<file path="src/design/tf_pkg.sv">
// Shared types, sizes and helpers for the triangle tangent frame block.
// Used by every module of the block but tf_ram; depends on nothing.
package tf_pkg;

  localparam int POS_DEPTH = 4096;
  localparam int TEX_DEPTH = 4096;
  localparam int NRM_DEPTH = 4096;

  localparam int POS_AW = (POS_DEPTH > 1) ? $clog2(POS_DEPTH) : 1;
  localparam int TEX_AW = (TEX_DEPTH > 1) ? $clog2(TEX_DEPTH) : 1;
  localparam int NRM_AW = (NRM_DEPTH > 1) ? $clog2(NRM_DEPTH) : 1;
  localparam int POS_CW = $clog2(POS_DEPTH + 1);
  localparam int TEX_CW = $clog2(TEX_DEPTH + 1);
  localparam int NRM_CW = $clog2(NRM_DEPTH + 1);

  localparam int IDX_W = 13;
  localparam int CW_MAX = (POS_CW > TEX_CW) ? ((POS_CW > NRM_CW) ? POS_CW : NRM_CW)
                                            : ((TEX_CW > NRM_CW) ? TEX_CW : NRM_CW);
  localparam int CMP_W = (CW_MAX > IDX_W) ? CW_MAX : IDX_W;

  localparam int CQ_DEPTH = 4;
  localparam int CQ_AW = $clog2(CQ_DEPTH);
  localparam int OQ_DEPTH = 4;
  localparam int OQ_AW = $clog2(OQ_DEPTH);

  localparam logic [2:0] MODE_POS = 3'd0;
  localparam logic [2:0] MODE_TEX = 3'd1;
  localparam logic [2:0] MODE_NRM = 3'd2;
  localparam logic [2:0] MODE_TRI = 3'd3;
  localparam logic [2:0] MODE_CLR = 3'd4;

  typedef enum logic [1:0] {OP_POS, OP_TEX, OP_NRM, OP_TRI} op_t;

  // element 0 is x, 1 is y, 2 is z
  typedef logic [2:0][31:0] svec_t;
  typedef logic [2:0][63:0] wvec_t;

  typedef struct packed {
    logic [2:0]        mode;
    logic signed [31:0] coord_x;
    logic signed [31:0] coord_y;
    logic signed [31:0] coord_z;
    logic [12:0]       position_number;
    logic [12:0]       texcoord_number;
    logic [12:0]       normal_number;
  } in_t;

  typedef struct packed {
    logic [1:0]        corner;
    logic              last;
    logic              index_fault;
    logic signed [31:0] tangent_x;
    logic signed [31:0] tangent_y;
    logic signed [31:0] tangent_z;
    logic signed [31:0] bitangent_x;
    logic signed [31:0] bitangent_y;
    logic signed [31:0] bitangent_z;
  } out_t;

  // One queued work entry. Loads use index 0 of the matching table address.
  typedef struct packed {
    op_t                    op;
    svec_t                  vec;
    logic [2:0][POS_AW-1:0] pidx;
    logic [2:0][TEX_AW-1:0] tidx;
    logic [2:0][NRM_AW-1:0] nidx;
    logic                   geom_ok;
    logic [2:0]             nok;
    logic                   fault;
  } cmd_t;

  typedef struct packed {
    logic start;
    logic scale_only;
  } norm_req_t;

  function automatic logic [31:0] sat31(input logic [32:0] d);
    logic [31:0] r;
    r = d[31:0];
    if (!d[32] && d[31]) r = 32'h7FFF_FFFF;
    else if (d[32] && (d[31:0] <= 32'h8000_0000)) r = 32'h8000_0001;
    return r;
  endfunction

  function automatic logic [31:0] diff31(input logic [31:0] a, input logic [31:0] b);
    return sat31({a[31], a} - {b[31], b});
  endfunction

  function automatic logic idx_ok(input logic [IDX_W-1:0] idx, input logic [CMP_W-1:0] cnt);
    return (idx != '0) && (CMP_W'(idx) <= cnt);
  endfunction

endpackage

</file>
<file path="src/design/tf_front.sv">
// Front end: accepts items, keeps table counts and held corners, checks
// indices and queues load and triangle work. Depends on tf_pkg.
module tf_front import tf_pkg::*; (
  input  logic clk,
  input  logic rst,
  input  logic push,
  output logic full,
  input  in_t  item,
  output logic cmd_valid,
  output cmd_t cmd,
  input  logic cmd_pop
);

  logic [POS_CW-1:0]         pos_count;
  logic [TEX_CW-1:0]         tex_count;
  logic [NRM_CW-1:0]         nrm_count;
  logic [1:0]                held;
  logic [1:0][IDX_W-1:0]     cp;
  logic [1:0][IDX_W-1:0]     ct;
  logic [1:0][IDX_W-1:0]     cn;

  cmd_t                      q [CQ_DEPTH];
  logic [CQ_AW-1:0]          wp;
  logic [CQ_AW-1:0]          rp;
  logic [CQ_AW:0]            qn;

  logic                      accept;
  logic                      q_push;
  cmd_t                      ncmd;

  assign full = (qn == (CQ_AW+1)'(CQ_DEPTH));
  assign cmd_valid = (qn != '0);
  assign cmd = q[rp];
  assign accept = push && !full;

  always_comb begin
    logic [2:0][IDX_W-1:0] pn, tn, nn;
    logic [CMP_W-1:0] pd, td, nd;
    logic pv, tv, nv;
    pn = {item.position_number, cp[1], cp[0]};
    tn = {item.texcoord_number, ct[1], ct[0]};
    nn = {item.normal_number, cn[1], cn[0]};
    pd = '0;
    td = '0;
    nd = '0;
    pv = 1'b0;
    tv = 1'b0;
    nv = 1'b0;
    q_push = 1'b0;
    ncmd = '0;
    ncmd.vec = {item.coord_z, item.coord_y, item.coord_x};
    ncmd.geom_ok = 1'b1;
    case (item.mode)
      MODE_POS: begin
        ncmd.op = OP_POS;
        ncmd.pidx[0] = pos_count[POS_AW-1:0];
        q_push = accept && (pos_count != POS_CW'(POS_DEPTH));
      end
      MODE_TEX: begin
        ncmd.op = OP_TEX;
        ncmd.tidx[0] = tex_count[TEX_AW-1:0];
        q_push = accept && (tex_count != TEX_CW'(TEX_DEPTH));
      end
      MODE_NRM: begin
        ncmd.op = OP_NRM;
        ncmd.nidx[0] = nrm_count[NRM_AW-1:0];
        q_push = accept && (nrm_count != NRM_CW'(NRM_DEPTH));
      end
      MODE_TRI: begin
        ncmd.op = OP_TRI;
        q_push = accept && (held == 2'd2);
        for (int k = 0; k < 3; k++) begin
          pv = idx_ok(pn[k], CMP_W'(pos_count));
          tv = idx_ok(tn[k], CMP_W'(tex_count));
          nv = idx_ok(nn[k], CMP_W'(nrm_count));
          pd = CMP_W'(pn[k]) - CMP_W'(1);
          td = CMP_W'(tn[k]) - CMP_W'(1);
          nd = CMP_W'(nn[k]) - CMP_W'(1);
          ncmd.pidx[k] = pv ? pd[POS_AW-1:0] : '0;
          ncmd.tidx[k] = tv ? td[TEX_AW-1:0] : '0;
          ncmd.nidx[k] = nv ? nd[NRM_AW-1:0] : '0;
          ncmd.nok[k] = nv;
          if (!(pv && tv)) ncmd.geom_ok = 1'b0;
          if (!(pv && tv && nv)) ncmd.fault = 1'b1;
        end
      end
      default: ;
    endcase
  end

  always_ff @(posedge clk) begin
    if (rst) begin
      pos_count <= '0;
      tex_count <= '0;
      nrm_count <= '0;
      held <= '0;
      wp <= '0;
      rp <= '0;
      qn <= '0;
    end else begin
      if (accept) begin
        case (item.mode)
          MODE_POS: if (q_push) pos_count <= pos_count + POS_CW'(1);
          MODE_TEX: if (q_push) tex_count <= tex_count + TEX_CW'(1);
          MODE_NRM: if (q_push) nrm_count <= nrm_count + NRM_CW'(1);
          MODE_TRI: held <= (held == 2'd2) ? 2'd0 : held + 2'd1;
          MODE_CLR: begin
            pos_count <= '0;
            tex_count <= '0;
            nrm_count <= '0;
            held <= '0;
          end
          default: ;
        endcase
      end
      if (q_push) wp <= wp + CQ_AW'(1);
      if (cmd_pop) rp <= rp + CQ_AW'(1);
      qn <= qn + (CQ_AW+1)'(q_push) - (CQ_AW+1)'(cmd_pop);
    end
  end

  // corner indices and queue entries carry no reset
  always_ff @(posedge clk) begin
    if (accept && item.mode == MODE_TRI && held != 2'd2) begin
      cp[held[0]] <= item.position_number;
      ct[held[0]] <= item.texcoord_number;
      cn[held[0]] <= item.normal_number;
    end
    if (q_push) q[wp] <= ncmd;
  end

endmodule

</file>
<file path="config.mk">
export PLATFORM = sky130hd
export DESIGN_NAME = tf_front
export DESIGN_NICKNAME = d
export VERILOG_FILES = /design/src/design/tf_pkg.sv /design/src/design/tf_front.sv
export SDC_FILE = /design/constraint.sdc
export NUM_CORES = 1
export LEC_CHECK = 0
export BUFFER_PORTS_ARGS = -buffer_cell sky130_fd_sc_hd__buf_4
export CAP_MARGIN = 30
export CORE_ASPECT_RATIO = 0.7
export CORE_MARGIN = 2
export CORE_UTILIZATION = 54
export DETAILED_ROUTE_END_ITERATION = 10
export PLACE_DENSITY = 0.76
export SLEW_MARGIN = 20
export SYNTH_ARGS = -nofsm -noshare
export SYNTH_HDL_FRONTEND = slang
export SYNTH_SLANG_ARGS = --single-unit
export TNS_END_PERCENT = 100
</file>
<file path="constraint.sdc">
create_clock -name clk -period 8.48 [get_ports clk]
set_input_delay 2.544 -clock clk [delete_from_list [all_inputs] [get_ports clk]]
set_output_delay 2.544 -clock clk [all_outputs]
set_load 0.02 [all_outputs]
</file>
======== Word-level counts from Yosys, hierarchy flattened ========
Memory sizes are Yosys's and may differ from the RTL's. A register that Yosys moved wholly into a read port is not among the register bits.
Cells that the tools add are included.
word-level totals
  logic and storage cells ................. 139
  memory bits (read-only) ................. 0
  register bits ........................... 126
  memories ................................ 1
  output and inout port bits .............. 213
  memory bits (writable) .................. 844
  latch bits .............................. 0
  bits of input ports ..................... 142
memory list
  name  words  width  rd ports  clocked after Yosys merged registers in  wr ports  RTL line        text
  q     4      211    1         1                                        1         tf_front.sv:22  cmd_t q [CQ_DEPTH];
cells by class
  shifts and indexed selects .............. 0
  reductions and logical operators ........ 43
  multiply operators ...................... 0
  div/mod/pow operators ................... 0
  equal/unequal tests ..................... 13
  add/subtract/negate cells ............... 17
  bitwise operators ....................... 0
  magnitude comparators ................... 11
  muxes and demuxes ....................... 41
operators with widths
  cell                                                 number
  <= comparator 13 bit                                 9
  nonzero test 13 bit                                  9
  2-to-1 mux 12 bit                                    9
  subtractor 12 x 1 -> 12 bit (second input constant)  9
  bitwise mux 26 bit                                   3
  one-hot mux 13 bit (2 select lines)                  3
  2-to-1 mux 24 bit                                    3
  one-hot mux 12 bit (2 select lines)                  3
  2-to-1 mux 13 bit                                    4
  adder 13 x 1 -> 13 bit (second input constant)       3
  inequality test 13 bit (second input constant)       3
  logical AND 1 bit                                    23
  demux 13 bit (select 1 bit)                          1
  AND reduction 3 bit                                  3
  2-to-1 mux 1 bit                                     8
  inequality test 2 bit (second input constant)        4
  nonzero test 2 bit                                   4
  adder 2 x 1 -> 2 bit (second input constant)         3
  == test 3 x 2 -> 1 bit (second input constant)       2
  == test 3 bit (second input constant)                2
  2-to-1 mux 2 bit                                     3
  one-hot mux 2 bit (3 select lines)                   1
  2-to-1 mux 5 bit                                     1
  one-hot mux 1 bit (4 select lines)                   1
  11 further kinds                                     11

======== Logic depth before layout (Yosys ltp) ========
Gate-level depths: netlist of the first run.
  depth after elaboration ................. 8
  mapped depth ............................ 14
  mapped depth without buffers ............ 13

======== Worst setup path after synthesis of the first run ========
No wires, ideal clock.
  path kind ............................... in2reg
  start point ............................. input port item[135] (netlist name)
  end point ............................... memory q[0][0] (netlist name) (enable)
  path slack .............................. -0.637 ns
  required time ........................... 7.882 ns
  path buffers ............................ 1
  arrival time ............................ 8.519 ns
  library setup time ...................... 0.598 ns
  cell stages on the path ................. 6
  cells stage by stage .................... buf_2 -> nor2b_1 -> nor2b_1 -> and2_1 -> o21a_1 -> and2_1
between the ends
  longest elaborated chain between the ends .. 4
  elaborated cells on any way between the ends .. 7
  classes of those cells .................. eq/ne (3); mux (3); reduce/logical (1)
RTL lines
  item                                                  RTL line         text
  start: declaration                                    tf_front.sv:8    input in_t item,
  == test 3 x 2 -> 1 bit, or another cell as far along  tf_front.sv:53   case (item.mode)
  one-hot mux 1 bit (4 select lines) *                  tf_front.sv:53
  2-to-1 mux 1 bit *                                    tf_front.sv:129  if (q_push) q[wp] <= ncmd;
  2-to-1 mux 1 bit (not written as such) *              tf_front.sv:129
  end: declaration                                      tf_front.sv:22
Every way passes the cells marked *; elsewhere a longest branch is shown, timed or not.

==> qor.yml, run 1 <==
status: "complete, no violations"
synth-compound-area-share_pct: 2.77
synth_edf_count: 922
cts_buffers: 89
path_common_cell: "buf_4"
gp_congestion: 0.895
syn_avg_cell_area_um2: 18.1
synth_top_cell_by_area: "edfxtp_1"
path_class: "reg2out"
cts_root_buf: "clkbuf_16"
grt_use_total_pct: 22.9
cts-resized-gates: 0
vias: 22000
cts_max_level: 3
cts_setup_buffers: 0
netlist_area_mm2: 0.0403
drv_cap: 0
synth_top_flop_cell: "edfxtp_1"
r2r-end: "q[1][20]$_DFFE_PP_"
synth_async_sr_flop_share_pct: 0
grt_antenna_before_repair: 6
synth_nets: 2510
drc: 0
cts_sinks: 972
portBuffers: 354
rsz0062_at_grt: "false"
p_leak_uw: 0.0157
muxShareOfSynthArea_pct: 11.8
clockBufferDepth: 3
ys_seq_area_share_pct: 71.2
skew_ns: 0.0259
fin_crit_sh_pct: 63.4
finalHoldViolCount: 0
endpoint_kind: "primary output"
synth_warnings: 0
hold_start: "rp[1]$_SDFFE_PP0P_"
grt_pass1_wl_um: 133000
rows: 83
final_cell_mix: "edfxtp_1, buf_4, mux4_2, nor2_1, ha_1"
peakVddDrop_uv: 148
viasPerCell: 5.97
die_y_um: 233
synth_top_family_by_area: "multiplexers"
required_ns: 5.94
fmax_mhz: 186
path_buf_inv: 2
ys_ff_latch: 972
fillers: 4949
overflow: 0
ff2ff_path_depth: 9
clock_latency_ns: 0.65
yosys.area.top_type_share_pct: 68.7
dp_hpwl_um: 57400
drt-initial-drc-count: 1952
crit_fanout: 35
hold_buffers: 0
core-area_mm2: 0.0736
slowest_stage: "dfxtp_4"
postSynthCellCount: 2230
nets: 2908
drt-wirelength-per-cell_um: 24.0
crit_family: "buffers and inverters"
finalWirelength_um: 88300
grt_pass1_vias: 22100
startpoint_type: "flip-flop"
worstPathArrival_ns: 2.83
synth-xor-area-share_pct: 2.63
grt_max_degree: 132
firstDrtPassIters: 6
die_area_mm2: 0.0768
synth_area_leaders: "edfxtp_1, mux4_2, ha_1"
p_per_area_mw_per_mm2: 226
final_common_cell: "edfxtp_1"
die_w_um: 330
drive_above_1_share_pct: 28.2
worst_pin_slew_ns: 1.00
timing.hold.ws_ns: 0.531
hold_depth: 2
setup_violations: 0
tritoncts: "done"
finalCriticalPeriod_ns: 5.37
antenna_left: 0
hold_end: "rp[1]$_SDFFE_PP0P_"
netlist-cell-type-count: 73
initial_core_util_pct: 54.7
r2r-start: "nrm_count[2]$_SDFFE_PP0P_"
synthSimpleGateAreaFrac_pct: 5.89
relSlewSlack_pct: 33.2
hold_class: "reg2reg"
path_cells: "buf_4, mux4_2, buf_4"
synthAdderAreaFrac_pct: 4.30
fin_setup_tns_ns: 0
clk_pin_slew_ns: 0.06
r2r_setup_slack_ns: 4.87
areaGrowthSynthToFinish_pct: 17.7
max_stage_delay_ns: 0.67
boundaryPins: 355
final_max_slew_viol_count: 0
==> state kept, by name (all words and copies together) (netlist names), 3 cells and up, named ones only <==
name / cells
tex_count: 13
ct: 26
q: 844
pos_count: 13
cn: 26
qn: 3
cp: 26
nrm_count: 13
==> layout make-up <==
class | count | area [um^2] | share of cell area (%)
tap | 977 | 1220 | 2.58
clock buffer | 104 | 2340 | 4.93
sequential | 972 | 28700 | 60.5
inverter | 72 | 270 | 0.570
clock inverter | 60 | 742 | 1.56
multi-input combinational | 1114 | 11100 | 23.3
antenna | 2 | 5.00 | 0.0106
timing repair buffer | 379 | 3090 | 6.51
==> worst max-delay path by stage <==
stage,endpoint,cells after the start
2_1_floorplan,q[0][0]$_DFFE_PP_,6
3_3_place_gp,q[3][64]$_DFFE_PP_,7
3_5_place_dp,q[3][62]$_DFFE_PP_,7
4_1_cts,q[3][64]$_DFFE_PP_,7
5_1_grt,cmd[153],3
6_report,cmd[153],3
==> worst reg2reg max path, delay by kind of cell (launching register included) <==
kind | cells | cell delay (ns)
DFF | 1 | 0.44
AOI/OAI and AO/OA | 6 | 1.98
adders and majority gates | 1 | 0.34
buffers and inverters | 1 | 0.18
and+or+nand+nor | 1 | 0.37
==> cells in the mapped netlist (all sizes together) (3+ instances only) <==
master and count:
nand2 76, a31oi 4, xor2 38, a211oi 16, o21ai 58, nor4b 3, edfxtp 922, a31o 4
and2 12, inv 72, mux4 211, and3 11, a21o 5, o21bai 5, nor4 33, nor3 33
o211ai 8, and4 5, or2 6, nand3b 6, clkbuf 36, buf 36, nand2b 12, or3b 3
a21oi 35, dfxtp 50, or4 14, nor2 160, or3 15, nand4 24, ha 137, nor2b 15
nand3 42, o21a 4, o31ai 4, xnor2 83
==> routing by layer <==
layer / vias up / track usage (%) / wire [um]
met1: 11200 / 32.9 / 37900
met3: 170 / 5.40 / 6930
li1: 9722 / - / -
met5: - / 0.128 / 40
met4: 8 / 6.73 / 2410
met2: 877 / 35.3 / 41100
==> metrics by stage <==
step	util [%]	worst slack [ns]	area [um^2]	power (uW)	instances
floorplan	-	1.73	40300	6140	2230
global placement	60.0	2.34	44200	6600	3507
detailed placement	60.1	2.22	44300	6630	3510
CTS	64.3	2.90	47300	10800	3674
global route	64.4	2.91	47400	11100	3679
finish	64.4	3.11	47400	10700	3680
==> where the power goes <==
group / internal [uW] / switching, uW / total (uW)
clock network: 2490 / 1720 / 4220
registers: 5350 / 45.3 / 5400
logic: 493 / 631 / 1120
==> logic make-up after synthesis <==
family,count (synthesis)
AO/OA/AOI/OAI,169
XOR/XNOR,121
adder cells (fa/ha/maj),138
buffers and inverters,144
flip-flops,972
multiplexers,212
AND/OR/NAND/NOR,474
No activity file was read; power rests on OpenSTA's default activity.
==> run 2, diff against run 1 <==
ABC_AREA = 1   (was not set)
CORE_UTILIZATION = 57   (was 54)
PLACE_DENSITY = 0.77   (was 0.76)
clock period = 5.04 ns   (was 8.48 ns; I/O delays follow)
==> run 2 against run 1 <==
Effect of this change:
- wire length rose by 15%
- worst setup slack got worse by 2.6 ns
- non-clock buffer count rose by 19
- register-to-register slack got worse by 2.8 ns
- area after synthesis rose by 2.9%
- cell count rose by 30%
- critical path depth rose by 1
- global-route usage rose by 4.0 points
- utilization rose by 2.8 points
- clock skew fell by 0.0037 ns
- clock power rose by 57%
- die area fell by 2.5%
- critical path type unchanged
- largest cell class unchanged
==> qor.yml, run 2 <==
synth_edf_count: 922
worst_pin_slew_ns: 0.907
ys_seq_area_share_pct: 69.2
skew_ns: 0.0222
die_w_um: 326
grt_pass1_wl_um: 157000
r2r-start: "qn[1]$_SDFF_PP0_"
synth_top_cell_by_area: "edfxtp_1"
vias: 28300
worstPathArrival_ns: 2.98
grt_max_degree: 187
die_area_mm2: 0.0749
firstDrtPassIters: 5
overflow: 0
endpoint_kind: "primary output"
synth_commonest_cells: "edfxtp_1, nor2_1, o21ai_0"
cts_buffers: 89
finalHoldViolCount: 0
netlist-cell-type-count: 39
p_per_area_mw_per_mm2: 374
synth_nets: 3707
clk_pin_slew_ns: 0.06
regMostFlops: "q"
die_y_um: 230
finalWirelength_um: 102000
drt-initial-drc-count: 3061
status: "complete, no violations"
cts_max_level: 3
core-area_mm2: 0.0717
path_class: "reg2out"
nets: 4027
finalCriticalPeriod_ns: 4.49
synth_warnings: 0
synth_top_flop_cell: "edfxtp_1"
fmax_mhz: 222
viasPerCell: 5.91
fin_crit_sh_pct: 89.2
grt_antenna_before_repair: 6
drt-wirelength-per-cell_um: 21.2
boundaryPins: 355
timing.final.ws_setup_ns: 0.545
syn_avg_cell_area_um2: 12.1
grt_use_total_pct: 26.9
drc: 0
multi_input_area_mm2: 0.0117
rsz0062_at_grt: "false"
gp_congestion: 0.921
final_max_slew_viol_count: 0
areaGrowthSynthToFinish_pct: 16.3
yosysMostFrequentCell: "edfxtp_1"
p_leak_uw: 0.0167
tritoncts: "done"
fillers: 5040
grt_pass1_vias: 27100
yosys.area.top_type_share_pct: 66.8
power.total_uw: 18000
drv_cap: 0
hold_start: "tex_count[3]$_SDFFE_PP0P_"
hold_buffers: 0
fin_setup_tns_ns: 0
postSynthCellCount: 3427
dp_hpwl_um: 63800
pre_cts_slack_ns: 0.928
cts-resized-gates: 0
startpoint_type: "flip-flop"
cts_sinks: 972
setup_violations: 0
crit_fanout: 74
clock_latency_ns: 0.65
seqCellArea_mm2: 0.0287
portBuffers: 354
final_cell_mix: "edfxtp_1, nor2_1, o21ai_0, buf_4, o22ai_1"
initial_core_util_pct: 57.8
antenna_left: 0
ys_ff_latch: 972
clockBufferDepth: 3
synth_async_sr_flop_share_pct: 0
synth_area_leaders: "edfxtp_1, nor2_1, o21ai_0"
netlist_area_mm2: 0.0414
cts_root_buf: "clkbuf_16"
peakVddDrop_uv: 317
cts_setup_buffers: 0
hold_class: "reg2reg"
rows: 82
drive_above_1_share_pct: 14.7
final_common_cell: "edfxtp_1"
largest_register_ffs: 844
required_ns: 3.53
relSlewSlack_pct: 39.0
run 2: cell types whose count changed in the layout (fill, tap and decap cells not counted), moves of 41 or more:
cell and change:
xor2_1 +41, xnor2_1 -57, nor2_1 +481, nand2_1 +148, a21oi_1 +82, nand3_1 +56, inv_1 +47, o22ai_1 +229
o21ai_0 +413, mux4_2 -211
run 2: layer usage:
layer  vias to the layer above  GRT usage (%)  share of wire, %
met2                      1315           41.6                46
met1                     13600           38.8                43
met3                       174           5.73               9.1
met4                         0           7.78               2.3
li1                      13200              -                 -
met5                         -              0                 0
run 2: stage by stage:
step	utilization (%)	hold slack, ns	cells	instance area (um^2)
final	67.2	0.478	4790	48200
after CTS	67.2	0.478	4786	48200
after floorplan	-	0.440	3427	41500
after global placement	63.2	0.450	4622	45300
after detailed placement	63.2	0.470	4622	45300
after global routing	67.2	0.492	4790	48200
run 2: cell families (layout without fill, tap and decap cells):
kind of cell               Yosys count  after routing  share of synthesized area, %
and+or+nand+nor                   1085           1085                          10.8
DFF                                972            972                          69.2
AOI/OAI and AO/OA                  831            831                          10.8
buffers and inverters              296            689                          2.77
adders and majority gates          138            138                          4.19
xor gates and xnor gates           105            105                          2.22
other                                0              4                             0
run 2: area by class of cell:
cell class	instances	area share, %
Tap cell	966	2.51
Clock inverter	62	1.15
Multi-Input combinational cell	2159	24.2
Antenna cell	4	0.0208
Timing Repair Buffer	398	6.74
Clock buffer	102	4.77
Sequential cell	972	59.5
Inverter	127	1.06
run 2: report_power, final:
part | internal [uW] | total (uW) | switching [uW]
sequential | 9100 | 9200 | 102
combinational | 735 | 2190 | 1450
clock | 3700 | 6630 | 2920
run 2: worst max-delay path: stages (launching register included):
cell	delay [ns]
dfxtp_4	0.65
buf_4	0.66
o21ai_0	0.22
o22ai_1	0.54
buf_4	0.25
run 2: worst paths after layout:
kind / to / slack [ns] / cells past startpoint
max: cmd[9] / 0.55 / 4
min reg2reg: tex_count[3]$_SDFFE_PP0P_ / 0.48 / 2
max reg2reg: qn[2]$_SDFF_PP0_ / 2.08 / 12
min: tex_count[3]$_SDFFE_PP0P_ / 0.48 / 2
